File: src/hdl/urc_pkg.sv
// ----------------------------------------------------------------------------
// urc_pkg: shared types and constants of the mu-law rate codec
// Field widths, mu-law constants and the segment base table.
// ----------------------------------------------------------------------------
package urc_pkg;

  localparam int unsigned RATE_RATIO_DEF = 2;

  localparam int unsigned PCM_W   = 16;
  localparam int unsigned CODE_W  = 8;
  localparam int unsigned GAIN_W  = 5;
  localparam int unsigned SUM_W   = 19;
  localparam int unsigned DATA_W  = 24;
  localparam int unsigned IUSER_W = 2;

  localparam logic [GAIN_W-1:0] GAIN_RESET = 5'd4;

  // Item kinds, carried in tuser bit 0
  localparam logic KIND_ENCODE = 1'b0;
  localparam logic KIND_DECODE = 1'b1;

  localparam logic [14:0]       MU_BIAS     = 15'h0084;
  localparam logic [16:0]       MU_CLIP     = 17'd32635;
  localparam logic [CODE_W-1:0] MU_ZERO_SUB = 8'h02;
  localparam logic [3:0]        MANT_MASK   = 4'hF;

  localparam logic [19:0] SAT_POS = 20'd32767;
  localparam logic [19:0] SAT_NEG = 20'd32768;

  typedef logic [14:0] mag15_t;

  // Start of each mu-law segment, already biased out
  function automatic mag15_t seg_base(input logic [2:0] seg);
    mag15_t b;
    unique case (seg)
      3'd0: b = 15'd0;
      3'd1: b = 15'd132;
      3'd2: b = 15'd396;
      3'd3: b = 15'd924;
      3'd4: b = 15'd1980;
      3'd5: b = 15'd4092;
      3'd6: b = 15'd8316;
      3'd7: b = 15'd16764;
      default: b = 15'd0;
    endcase
    return b;
  endfunction

endpackage

File: src/hdl/ulaw_rate_codec.sv
// ----------------------------------------------------------------------------
// ulaw_rate_codec: mu-law codec with sample-rate change
// The input register feeds the result register. Encode takes a sample every
// cycle unless the input is stalled; a decode item gives RATE_RATIO copies.
// Synchronous reset clears group sum, fill, valids, and sets the gain to 4.
// ----------------------------------------------------------------------------
module ulaw_rate_codec #(
  parameter int unsigned RATE_RATIO = urc_pkg::RATE_RATIO_DEF
) (
  input  logic                       clk,
  input  logic                       rst_n,
  input  logic                       in_tvalid,
  output logic                       in_tready,
  input  logic [urc_pkg::DATA_W-1:0] in_tdata,   // pcm_sample[15:0], code_byte[23:16]
  input  logic [urc_pkg::IUSER_W-1:0] in_tuser,  // kind[0], block_first[1]
  output logic                       out_tvalid,
  input  logic                       out_tready,
  output logic [urc_pkg::DATA_W-1:0] out_tdata,  // code_out[7:0], pcm_out[23:8]
  output logic                       out_tuser,  // result_kind
  output logic                       out_tlast,  // last_copy
  input  logic                       cfg_we,
  input  logic [urc_pkg::GAIN_W-1:0] cfg_wdata
);

  localparam int unsigned CNT_W     = (RATE_RATIO > 1) ? $clog2(RATE_RATIO) : 1;
  localparam int unsigned DIV_SHIFT = 20;
  localparam int unsigned MUL_W     = DIV_SHIFT + 1;
  localparam int unsigned PROD_W    = urc_pkg::SUM_W + MUL_W;
  localparam int unsigned Q_W       = 17;
  localparam logic [MUL_W-1:0] DIV_MUL =
    MUL_W'(((64'd1 << DIV_SHIFT) + RATE_RATIO - 1) / RATE_RATIO);
  localparam logic [CNT_W-1:0] LAST_FILL = CNT_W'(RATE_RATIO - 1);

  // Input fields
  logic                             in_kind;
  logic                             in_first;
  logic signed [urc_pkg::PCM_W-1:0] in_pcm;
  logic [urc_pkg::CODE_W-1:0]       in_code;
  logic                             in_acc;

  assign in_kind  = in_tuser[0];
  assign in_first = in_tuser[1];
  assign in_pcm   = signed'(in_tdata[15:0]);
  assign in_code  = in_tdata[23:16];
  assign in_acc   = in_tvalid && in_tready;

  // Configuration
  logic [urc_pkg::GAIN_W-1:0] gain_r;

  always_ff @(posedge clk) begin
    if (!rst_n) begin
      gain_r <= urc_pkg::GAIN_RESET;
    end else if (cfg_we) begin
      gain_r <= cfg_wdata;
    end
  end

  // Group accumulation happens as samples are taken in
  logic signed [urc_pkg::SUM_W-1:0] sum_r, sum_nxt, sum_base, sum_add;
  logic [CNT_W-1:0]                 fill_r, fill_nxt, fill_base;
  logic                             grp_done;

  always_comb begin
    sum_base  = in_first ? '0 : sum_r;
    fill_base = in_first ? '0 : fill_r;
    sum_add   = sum_base + {{(urc_pkg::SUM_W - urc_pkg::PCM_W){in_pcm[15]}}, in_pcm};
    grp_done  = (fill_base == LAST_FILL);
    sum_nxt   = sum_r;
    fill_nxt  = fill_r;
    if (in_acc && in_kind == urc_pkg::KIND_ENCODE) begin
      if (grp_done) begin
        sum_nxt  = '0;
        fill_nxt = '0;
      end else begin
        sum_nxt  = sum_add;
        fill_nxt = fill_base + CNT_W'(1);
      end
    end
  end

  always_ff @(posedge clk) begin
    if (!rst_n) begin
      sum_r  <= '0;
      fill_r <= '0;
    end else begin
      sum_r  <= sum_nxt;
      fill_r <= fill_nxt;
    end
  end

  // Input register: completed group sums and decode bytes
  logic                             a_valid_r, a_valid_nxt;
  logic                             a_kind_r;
  logic signed [urc_pkg::SUM_W-1:0] a_sum_r;
  logic [urc_pkg::CODE_W-1:0]       a_code_r;
  logic                             a_load, a_adv;

  logic                       out_valid_r, out_valid_nxt;
  logic                       out_kind_r;
  logic [urc_pkg::CODE_W-1:0] out_code_r;
  logic [urc_pkg::PCM_W-1:0]  out_pcm_r;
  logic [CNT_W-1:0]           cnt_r, cnt_nxt;
  logic                       out_free;

  assign out_free  = !out_valid_r || (out_tready && cnt_r == '0);
  assign a_adv     = a_valid_r && out_free;
  assign in_tready = !a_valid_r || a_adv;
  assign a_load    = in_acc && (in_kind == urc_pkg::KIND_DECODE || grp_done);

  always_comb begin
    a_valid_nxt = a_valid_r;
    if (in_acc) begin
      a_valid_nxt = a_load;
    end else if (a_adv) begin
      a_valid_nxt = 1'b0;
    end
  end

  always_ff @(posedge clk) begin
    if (!rst_n) begin
      a_valid_r <= 1'b0;
    end else begin
      a_valid_r <= a_valid_nxt;
    end
  end

  always_ff @(posedge clk) begin
    if (a_load) begin
      a_kind_r <= in_kind;
      a_sum_r  <= sum_add;
      a_code_r <= in_code;
    end
  end

  // Encode: magnitude, division by the ratio as a reciprocal multiply, mu-law
  logic                       sum_neg;
  logic [urc_pkg::SUM_W-1:0]  sum_mag;
  logic [PROD_W-1:0]          div_prod;
  logic [Q_W-1:0]             avg_mag, avg_clip;
  urc_pkg::mag15_t            mag_b;
  logic [2:0]                 enc_exp;
  logic [3:0]                 enc_mant;
  logic                       enc_sign;
  logic [urc_pkg::CODE_W-1:0] enc_raw, enc_code;

  always_comb begin
    sum_neg  = a_sum_r[urc_pkg::SUM_W-1];
    sum_mag  = sum_neg ? unsigned'(-a_sum_r) : unsigned'(a_sum_r);
    div_prod = PROD_W'(sum_mag) * PROD_W'(DIV_MUL);
    avg_mag  = div_prod[DIV_SHIFT +: Q_W];
    avg_clip = (avg_mag > urc_pkg::MU_CLIP) ? urc_pkg::MU_CLIP : avg_mag;
    mag_b    = avg_clip[14:0] + urc_pkg::MU_BIAS;
    // The average truncates toward zero, so a small negative sum has no sign
    enc_sign = sum_neg && (avg_mag != '0);
    enc_exp  = 3'd0;
    for (int i = 1; i < 8; i++) begin
      if (mag_b[7 + i]) begin
        enc_exp = 3'(i);
      end
    end
    enc_mant = 4'(mag_b >> ({1'b0, enc_exp} + 4'd3)) & urc_pkg::MANT_MASK;
    enc_raw  = ~{enc_sign, enc_exp, enc_mant};
    enc_code = (enc_raw == '0) ? urc_pkg::MU_ZERO_SUB : enc_raw;
  end

  // Decode: expansion, gain and saturation
  logic [urc_pkg::CODE_W-1:0] dec_b;
  urc_pkg::mag15_t            dec_mag;
  logic [19:0]                dec_prod;
  logic [urc_pkg::PCM_W-1:0]  dec_pcm;

  always_comb begin
    dec_b    = ~a_code_r;
    dec_mag  = urc_pkg::seg_base(dec_b[6:4])
             + (15'(dec_b[3:0]) << ({1'b0, dec_b[6:4]} + 4'd3));
    dec_prod = 20'(dec_mag) * 20'(gain_r);
    if (dec_b[7]) begin
      dec_pcm = (dec_prod > urc_pkg::SAT_NEG) ? 16'h8000 : 16'(-dec_prod);
    end else begin
      dec_pcm = (dec_prod > urc_pkg::SAT_POS) ? 16'h7FFF : dec_prod[15:0];
    end
  end

  // Result register, repeating a decoded sample RATE_RATIO times
  always_comb begin
    out_valid_nxt = out_valid_r;
    cnt_nxt       = cnt_r;
    if (a_adv) begin
      out_valid_nxt = 1'b1;
      cnt_nxt       = (a_kind_r == urc_pkg::KIND_DECODE) ? LAST_FILL : '0;
    end else if (out_valid_r && out_tready) begin
      if (cnt_r == '0) begin
        out_valid_nxt = 1'b0;
      end else begin
        cnt_nxt = cnt_r - CNT_W'(1);
      end
    end
  end

  always_ff @(posedge clk) begin
    if (!rst_n) begin
      out_valid_r <= 1'b0;
      cnt_r       <= '0;
    end else begin
      out_valid_r <= out_valid_nxt;
      cnt_r       <= cnt_nxt;
    end
  end

  always_ff @(posedge clk) begin
    if (a_adv) begin
      out_kind_r <= a_kind_r;
      if (a_kind_r == urc_pkg::KIND_DECODE) begin
        out_code_r <= '0;
        out_pcm_r  <= dec_pcm;
      end else begin
        out_code_r <= enc_code;
        out_pcm_r  <= '0;
      end
    end
  end

  assign out_tvalid = out_valid_r;
  assign out_tdata  = {out_pcm_r, out_code_r};
  assign out_tuser  = out_kind_r;
  assign out_tlast  = (cnt_r == '0);

  // Checks
  a_enc_last : assert property (@(posedge clk) disable iff (!rst_n)
    out_tvalid && out_tuser == urc_pkg::KIND_ENCODE |-> out_tlast)
    else $error("encode result without last mark");

  a_enc_nonzero : assert property (@(posedge clk) disable iff (!rst_n)
    out_tvalid && out_tuser == urc_pkg::KIND_ENCODE |-> out_tdata[7:0] != '0)
    else $error("encode result carries the all-zero code");

  a_copy_run : assert property (@(posedge clk) disable iff (!rst_n)
    out_tvalid && out_tready && !out_tlast |=>
      out_tvalid && $stable(out_tdata) && out_tuser == urc_pkg::KIND_DECODE)
    else $error("decode copy run broken");

  a_group_wrap : assert property (@(posedge clk) disable iff (!rst_n)
    in_tvalid && in_tready && in_tuser[0] == urc_pkg::KIND_ENCODE
      && !in_tuser[1] && fill_r == LAST_FILL |=> fill_r == '0 && sum_r == '0)
    else $error("group state not cleared on completion");

  a_no_overwrite : assert property (@(posedge clk) disable iff (!rst_n)
    a_valid_r && !out_free |=> a_valid_r && $stable(a_sum_r) && $stable(a_code_r))
    else $error("pending item lost from the input register");

endmodule

File: config.mk
export PLATFORM = sky130hd
export DESIGN_NAME = ulaw_rate_codec
export DESIGN_NICKNAME = d
export VERILOG_FILES = /design/src/hdl/urc_pkg.sv /design/src/hdl/ulaw_rate_codec.sv
export SDC_FILE = /design/constraint.sdc
export NUM_CORES = 1
export LEC_CHECK = 0
export ABC_AREA = 1
export BUFFER_PORTS_ARGS = -buffer_cell sky130_fd_sc_hd__buf_2
export CAP_MARGIN = 15
export CORE_MARGIN = 1.5
export CORE_UTILIZATION = 61
export DETAILED_ROUTE_END_ITERATION = 8
export PLACE_DENSITY = 0.86
export SLEW_MARGIN = 20
export SYNTH_ARGS = -nofsm -noshare
export SYNTH_HDL_FRONTEND = slang
export SYNTH_SLANG_ARGS = --single-unit
File: constraint.sdc
create_clock -name clk -period 10.59 [get_ports clk]
set_clock_uncertainty 0.2 [all_clocks]
set_input_delay 3.177 -clock clk [delete_from_list [all_inputs] [get_ports clk]]
set_output_delay 3.177 -clock clk [all_outputs]
set_load 0.05 [all_outputs]
==> impl_metrics.py <==
metrics = {
    "outcome": {
        "status": "completed",
    },
    "yosys": {
        "ys_seq_elements": 81,
        "synth_enable_flop_cells": 53,
        "ys_warn_count": 0,
        "synthCells": 1198,
        "synth.distinct_cells": 54,
        "synth_async_sr_flop_share_pct": 0,
        "avgSynthCellArea_um2": 7.19,
        "ys_seq_area_share_pct": 25.0,
        "ys.flop_type": "edfxtp_1",
        "syn_nets": 1345,
        "syn-cell-area_mm2": 0.00861,
    },
    "route": {
        "firstDrtPassIters": 5,
        "routed_wl_um": 18000,
        "wl_per_cell_um": 12.5,
        "viasPerCell": 5.31,
        "detail-route-antenna-nets": 0,
        "drc": 0,
        "via_count": 7614,
        "first_iter_violations": 638,
    },
    "worst_setup_path": {
        "critPathKind": "reg2reg",
        "crit_path_top_delay_cell": "edfxtp_1",
        "start_kind": "flip-flop",
        "reg2reg_depth": 37,
        "reg2reg_to": "out_pcm_r[8]$_SDFFCE_PN0P_",
        "rr_startpoint": "a_code_r[4]$_DFFE_PP_",
        "critical_path_peak_fanout": 17,
        "cp_slowest_stage_delay_ns": 0.53,
        "required_ns": 10.57,
        "cp.arrival_ns": 8.68,
        "cp-end-kind": "flip-flop",
        "reg2reg_slack_ns": 1.90,
        "cp_common_cell": "inv_1",
    },
    "sta": {
        "rsz0062_at_grt": "false",
        "finalCritPeriodShare_pct": 82.1,
        "period_minus_slack_ns": 8.69,
        "fmax_mhz": 115,
        "hold_viol_final": 0,
        "slew_violations": 0,
        "setup_viol": 0,
        "slew_headroom_pct": 43.4,
        "tightest_slew_ns": 0.847,
        "fin_tns_setup_ns": 0,
    },
    "floorplanning": {
        "die_y_um": 122,
        "coreArea_mm2": 0.0138,
        "start_util_pct": 62.3,
        "die_w_um": 122,
        "ioPinCount": 64,
        "rows": 43,
        "die_area_mm2": 0.0148,
    },
    "clock_network": {
        "ctsLongestPathBuffers": 2,
        "cts_tree": "done",
        "htreeDepth": 3,
        "post_cts_buffers": 0,
        "cts_root_buf": "clkbuf_16",
        "numCtsBuffers": 9,
        "cts.sinks": 81,
        "ctsResizeCount": 0,
        "path_clk_slew_ns": 0.06,
        "clock_latency_ns": 0.35,
        "hold_buffers": 0,
    },
    "power_and_ir_drop": {
        "clockPowerShare_pct": 20.9,
        "netSwitchingFraction_pct": 45.1,
        "power_mw": 1.42,
        "p_leak_nw": 4.54,
        "powerDensity_mw_per_mm2": 152,
        "internal_power_uw": 779,
        "p_seq_share_pct": 26.8,
        "irDropWorstVdd_mv": 0.0923,
        "p_comb_share_pct": 52.3,
        "power_switching_uw": 639,
    },
    "final_layout": {
        "multi_input_area_mm2": 0.00555,
        "finalNetCount": 1396,
        "layout-drive-gt1-share_pct": 10.5,
        "instances_no_fill": 1434,
        "antenna_cells": 0,
        "fill_cells": 1117,
        "final_area_mm2": 0.00934,
        "ff_latch_area_mm2": 0.00215,
        "area_delta_synth_final_pct": 8.47,
    },
    "worst_hold_path": {
        "worstHoldEndpoint": "sum_r[15]$_SDFFE_PN0P_",
        "hp-start": "sum_r[15]$_SDFFE_PN0P_",
        "hold-path-cell-count": 2,
        "hp-class": "reg2reg",
    },
    "global_route": {
        "grt_max_degree": 28,
        "antenna_found_initial": 1,
        "grt_pass1_wl_um": 30800,
        "gr-total-overflow": 0,
        "grt_pass1_vias": 6971,
        "grt_use_total_pct": 25.6,
    },
    "place": {
        "dp_hpwl_um": 14400,
        "place_area_mm2": 0.00905,
        "gp_congestion": 0.910,
        "placed_cells_incl_taps": 1418,
        "io_buffer_count": 63,
    },
    "job": {
        "drv_cap": 0,
    },
}
-- critical path: cells and delay by family, from the launching register on --
family	cells	cell delay (ns)
adders and majority gates	7	2.71
and+or+nand+nor	13	2.50
buffers and inverters	7	0.74
xor gates and xnor gates	2	0.28
DFF	1	0.53
AOI/OAI and AO/OA	8	1.55
-- sequential cells by signal (all words and copies together) (netlist names) --
name        count
a_code_r        8
a_kind_r        1
a_sum_r        19
a_valid_r       1
cnt_r           1
fill_r          1
gain_r          5
out_code_r      8
out_pcm_r      16
out_tuser       1
out_tvalid      1
sum_r          19
-- metal layers --
layer,share of wire (%),global-route usage (%),vias up
met5,0.084,0,-
met4,2.3,9.71,2
met3,5.9,4.82,31
met2,46,42.1,248
met1,46,33.6,3393
li1,-,-,3940
-- cell usage in the layout (no fill, tap or decap), drive strengths merged, types with 11 or more instances in the layout --
master	synthesis	final
xnor2	11	11
edfxtp	53	53
dfxtp	28	28
nor2	173	173
xor2	42	42
inv	210	214
ha	70	70
nor3	13	13
a21oi	97	97
nand4	20	20
fa	41	41
buf	7	65
o21ai	52	52
nand2	249	249
nand3	71	71
-- cell type report --
class,instances,share of cell area [%]
clock inverters,6,0.523
flip-flops and latches,81,23.0
clock buffers,10,2.45
well taps,180,2.41
inverters,213,8.59
multi-input cells,879,59.4
repair buffers,65,3.54
-- power by group through the flow --
stage,combinational [mW],clock (mW),sequential (mW)
4_1_cts,0.736,0.299,0.380
3_5_place_dp,0.727,0,0.387
3_3_place_gp,0.704,0,0.386
2_1_floorplan,0.576,0,0.404
5_1_grt,0.845,0.312,0.383
6_report,0.741,0.296,0.381
-- metrics by stage --
step	setup slack [ns]	hold slack [ns]	utilization, %
after floorplan	3.15	0.245	-
after global placement	2.44	0.252	65.5
after detailed placement	2.12	0.256	65.5
after CTS	2.02	0.266	67.5
after global routing	1.05	0.288	67.5
final	1.90	0.266	67.5
-- cell families (layout without fill, tap and decap cells) --
family,after synthesis,count (layout),share of synthesized area [%]
compound gates,177,177,11.2
xor+xnor,53,53,5.70
fa+ha+maj,111,111,19.7
buf+inv,238,294,10.6
flops,81,81,25.0
simple gates,538,538,27.7
-- Yosys cell counts (all sizes together) (2+ instances only) --
cell type | count | area [µm²]
nor4 | 3 | 18.8
a211oi | 3 | 22.5
nand3 | 71 | 378
or2 | 5 | 31.3
a21oi | 97 | 489
nor2 | 173 | 728
clkbuf | 18 | 67.6
xor2 | 42 | 387
nor3 | 13 | 65.1
o21bai | 8 | 60.1
a21o | 2 | 15.0
clkinv | 3 | 11.3
xnor2 | 11 | 104
inv | 210 | 791
o21ai | 52 | 264
edfxtp | 53 | 1590
and2 | 2 | 12.5
nand2 | 249 | 1010
dfxtp | 28 | 561
o211ai | 6 | 45.0
ha | 70 | 876
nand4 | 20 | 131
buf | 7 | 46.3
fa | 41 | 821
-- worst max path at each step --
stage | start | end | depth (start not counted)
final | a_code_r[4]$_DFFE_PP_ | out_pcm_r[8]$_SDFFCE_PN0P_ | 37
after global routing | a_code_r[4]$_DFFE_PP_ | out_pcm_r[11]$_SDFFCE_PN0P_ | 41
after CTS | a_code_r[4]$_DFFE_PP_ | out_pcm_r[8]$_SDFFCE_PN0P_ | 37
after detailed placement | a_code_r[4]$_DFFE_PP_ | out_pcm_r[12]$_SDFFCE_PN0P_ | 37
after global placement | a_code_r[4]$_DFFE_PP_ | out_pcm_r[13]$_SDFFCE_PN0P_ | 37
after floorplan | a_code_r[4]$_DFFE_PP_ | out_pcm_r[10]$_SDFFCE_PN0P_ | 39
(Power assumes the default switching activity.)
